`src/chained_hash_table_defines.svh`:
```
// Assertion macros for the chained hash table.
`ifndef CHAINED_HASH_TABLE_DEFINES_SVH
`define CHAINED_HASH_TABLE_DEFINES_SVH
`ifndef SYNTHESIS
`define CHT_ASSERT(lbl, prop) \
  lbl: assert property (@(posedge clk_i) disable iff (!rst_ni) prop) \
    else $error("assertion failed");
`define CHT_NEVER(lbl, cond) \
  lbl: assert property (@(posedge clk_i) disable iff (!rst_ni) !(cond)) \
    else $error("forbidden condition");
`else
`define CHT_ASSERT(lbl, prop)
`define CHT_NEVER(lbl, cond)
`endif
`endif

```
`src/cht_ram.sv`:
```
// Generic single-port-write, single-port-read RAM with registered read data.
module cht_ram #(
  parameter int unsigned Width = 8,
  parameter int unsigned Depth = 16
) (
  input  logic                     clk_i,
  input  logic                     we_i,
  input  logic [$clog2(Depth)-1:0] waddr_i,
  input  logic [Width-1:0]         wdata_i,
  input  logic [$clog2(Depth)-1:0] raddr_i,
  output logic [Width-1:0]         rdata_o
);
  logic [Width-1:0] mem_q [Depth];

  always_ff @(posedge clk_i) begin
    if (we_i) begin
      mem_q[waddr_i] <= wdata_i;
    end
    rdata_o <= mem_q[raddr_i];
  end
endmodule

```
`config.mk`:
```
export PLATFORM = sky130hd
export DESIGN_NAME = cht_ram
export DESIGN_NICKNAME = d
export VERILOG_FILES = /design/src/chained_hash_table_defines.svh /design/src/cht_ram.sv
export SDC_FILE = /design/constraint.sdc
export NUM_CORES = 1
export LEC_CHECK = 0
export ABC_AREA = 1
export ABC_CLOCK_PERIOD_IN_PS = 1400
export BUFFER_PORTS_ARGS = -buffer_cell sky130_fd_sc_hd__buf_4
export CORE_ASPECT_RATIO = 1.4
export CORE_MARGIN = 5
export CORE_UTILIZATION = 61
export CTS_CLUSTER_SIZE = 40
export DETAILED_ROUTE_END_ITERATION = 8
export PLACE_DENSITY = 0.9
export SYNTH_ARGS = -nofsm -noshare
export SYNTH_HDL_FRONTEND = slang
export SYNTH_SLANG_ARGS = --single-unit
export TNS_END_PERCENT = 50
```
`constraint.sdc`:
```
create_clock -name clk_i -period 1.4 [get_ports clk_i]
set_clock_uncertainty 0.1 [all_clocks]
set_input_delay 0.14 -clock clk_i [delete_from_list [all_inputs] [get_ports clk_i]]
set_output_delay 0.14 -clock clk_i [all_outputs]
set_load 0.02 [all_outputs]
```
* Word level (Yosys, flattened, before mapping)
Memories as Yosys holds them, arrays and structs flattened. A register that Yosys moved wholly into a read port is not among the register bits. Cells that the tools add are included.
Word-level totals: flip-flop bits (word level) 0, latch bits 0, RAM bits 128, memory bits (read-only) 0, input port bits 18, output and inout bits 8, logic and storage cells 3, memories 1
Cells by class: add/subtract/negate cells 0, multiply operators 0, div/mod/pow operators 0, magnitude comparators 0, equality and inequality tests 0, shift-type cells 0, muxes and demuxes 2, bitwise gates (word level) 0, reduce and logical (&&, ||, !) cells 0
Memory list:
- mem_q | words 16, width 8, rd ports 1, clocked after memory_dff 1, wr ports 1, line cht_ram.sv:13 | logic [Width-1:0] mem_q [Depth];
Operators by type and width (number):
- $mux W1 | 2

* Logic depth before layout (Yosys ltp)
depth in word-level cells 2, depth in mapped cells 8, mapped depth without buffers 7

* Worst setup path after synthesis
OpenSTA, ideal clock, no wires.
path type in2reg, from input port waddr_i[2], to memory mem_q[10][0], enable pin, setup time 0.370 ns, arrival time 0.721 ns, required time 0.930 ns, slack 0.209 ns, stages on the path 2, path buffers 0, path through nand3b_1 -> nor2_1
RTL lines:
- start: declaration | line cht_ram.sv:8 | input logic [$clog2(Depth)-1:0] waddr_i,
- end: declaration | line cht_ram.sv:13
No word-level cell before the write port.

==> flow_summary.yaml <==
outcome:
  status: "completed"
power:
  powerDensity_nw_per_um2: 1410
  leak_pwr_uw: 0.00300
  ir_worst_vdd_uv: 1580
layout:
  final_nets: 624
  share_of_the_core_filled_with_cells_in_the_final_layout: 0.730
  highest_count_cells_in_the_layout_ignoring_fill_and_taps: "173 x nand2_1, 128 x edfxtp_1, 100 x inv_1, 97 x nand3_1, 48 x buf_4"
  syn_to_final_growth_pct: 18.5
  layout.filler_cells: 551
  final_common_cell: "nand2_1"
  layout_cells_sized_above_1: 0.131
  post_layout_nonfiller_instances: 729
  fin_area_um2: 6830
  n_antenna_cell: 0
global_route:
  antenna_found_initial: 0
  grt.overflow.total: 0
  grt_max_degree: 61
  vias_in_the_first_global_route: 4245
  grt_pass1_wl_um: 22600
  grt_usage: 0.267
worst_setup_path:
  worstPathMaxFanout: 1
  cpMostUsedCell: "nand3_1"
  critical_path_start_end_classification: "flip-flop to flip-flop"
  critical_path.startpoint_type: "flip-flop"
  worst_setup_path_end_kind: "flip-flop"
  crit_buf_inv: 1
  critical_path.cell_chain: "inv_1 > nand2_1 > nand3_1 > nand3_1 > nand3_1 > nand2_1"
  cpLargestDelayFamily: "simple AND/OR/NAND/NOR gates"
  cpMaxStageDelayCell: "edfxtp_1"
  cp_data_arrival_time_ns: 1.43
  crit_required_ns: 1.60
  max_stage_delay_ns: 0.38
die:
  core_ar_um2: 9350
  die_area_um2: 11500
  boundaryPins: 26
  num_rows: 42
  die_x_um: 92.2
  floorplan.initialDensity: 0.617
  vertical_extent_of_the_die_um: 125
sta:
  finalSetupTns_ns: 0
  max_slew_margin: 0.727
  unrepaired_setup_endpoints_after_global_routing: "no"
  setup_violations: 0
  worst_tran_pin_value_ns: 0.409
  finalHoldViolations: 0
  timing.final.crit_period_ns: 1.23
  post-route-period-util: 0.878
  clock.fmax_ghz: 0.813
  timing_max_transition_violations_final: 0
clocking:
  htreeDepth: 4
  path_clk_slew_ns: 0.06
  tritoncts.num_buffers: 17
  cts_root_buffer: "clkbuf_16"
  tritoncts_clock_tree: "built"
  post_cts.resized_instances: 0
  insertion_delay_ns: 0.42
  clockBufferDepth: 2
  cts_sinks: 136
  cts_setup_buffers: 0
routing:
  drtIter0Drc: 616
  vias_per_cell: 5.74
  drt-wirelength-per-cell_um: 19.9
  remaining_antenna_violation_count: 0
  drt_pre_antenna_iters: 6
  vias: 4187
  remaining_drc_errors: 0
  detail_route.wirelength_um: 14500
yosys:
  synth_top_area_frac: 0.667
  netlist_top_cells_area: "edfxtp_1 67%, nand2_1 11%, nand3_1 8.4%, inv_1 6.5%, dfxtp_1 2.8%"
  syn-mean-instance-area_um2: 10.5
  synth-seq-area-share: 0.694
  post_synth_instance_area_um2: 5770
  synthesis.instances: 551
  synth_largest_area_cell: "edfxtp_1"
  synth.ff_latch_count: 136
  synth_fp_nets: 569
  netlist-cell-type-count: 12
  yosysWarnings: 0
min_path:
  min-delay-path-class: "input pin to flip-flop"
placement:
  dp.final_hpwl_um: 8620
  buffers_added_on_ports: 25
  placed_area_um2: 6160
  total_placed_cells_including_tap_cells: 688
  finalWeightedCongestion: 0.866
job:
  maxCapViolCount: 0
## final cells by class
type                    count  area [um2]  area share
repair buffers             60         510      0.0747
flip-flops and latches    136        4000       0.586
multi-input cells         289        1210       0.178
clock inverters            15         159      0.0233
clock buffers              17         425      0.0623
inverters                 102         383      0.0560
well taps                 110         138      0.0201
## worst register-to-register path, cell delays in order (launching register included)
cell and delay, ns:
edfxtp_1 0.38, inv_1 0.10, nand2_1 0.09, nand3_1 0.10
nand3_1 0.12, nand3_1 0.12, nand2_1 0.09
## Yosys cell counts
library cell and instances:
nand3_1 97, dfxtp_1 8, buf_2 13, inv_1 100
buf_6 6, nor2_1 17, nand2_1 173, buf_1 1
inv_2 2, edfxtp_1 128, nand3b_1 2, buf_4 4
## path summary, 6_finish.rpt
| kind | startpoint | endpoint | slack [ns] | cells past startpoint |
|---|---|---|---|---|
| worst min-delay path | raddr_i[2] | rdata_o[0] | 0.03 | 4 |
| worst max-delay path | mem_q[0][4] | rdata_o[4] | 0.17 | 6 |
| worst max register to register | mem_q[0][4] | rdata_o[4] | 0.17 | 6 |
| worst min register to register | mem_q[10][0] | rdata_o[0] | 0.56 | 6 |
## flip-flops by register name, indices dropped and copies added, names as in the netlist
signal,cells
mem_q,128
rdata_o,8
## power breakdown
| group | internal, uW | switching [uW] | leakage [uW] | total, uW |
|---|---|---|---|---|
| Combinational | 225 | 436 | 0.00150 | 661 |
| Sequential | 4550 | 37.6 | 0.00122 | 4590 |
| Clock | 2760 | 1640 | 0.000275 | 4400 |
| Total | 7540 | 2110 | 0.00300 | 9650 |
## per-layer routing
metal / vias to the layer above / global-route usage / part of all wire / wire length [um]
met5: - / 0 / 0 / 0
met4: 0 / 0.152 / 0.054 / 785
met3: 67 / 0.0781 / 0.091 / 1330
met2: 309 / 0.457 / 0.51 / 7430
met1: 1928 / 0.296 / 0.34 / 5000
li1: 1883 / - / - / -
## logic make-up after synthesis
logic type / synth area share
simple gates: 0.210
flops: 0.694
buf+inv: 0.0952
## timing repair
action                     4_1_cts  5_1_grt
setup endpoints to repair        0        0
hold buffers                     9        0
hold endpoints to repair       133        0
## metrics by stage
step | setup slack (ns) | hold slack, ns | total power (uW)
final | 0.170 | 0.0265 | 9650
after global routing | 0.124 | 0.0351 | 9930
after CTS | 0.179 | 0.0140 | 9650
after detailed placement | 0.0253 | 0.374 | 5290
after global placement | 0.109 | 0.356 | 5260
after floorplan | 0.209 | 0.139 | 5010
Note: power is estimated with default switching activity, not from simulation.
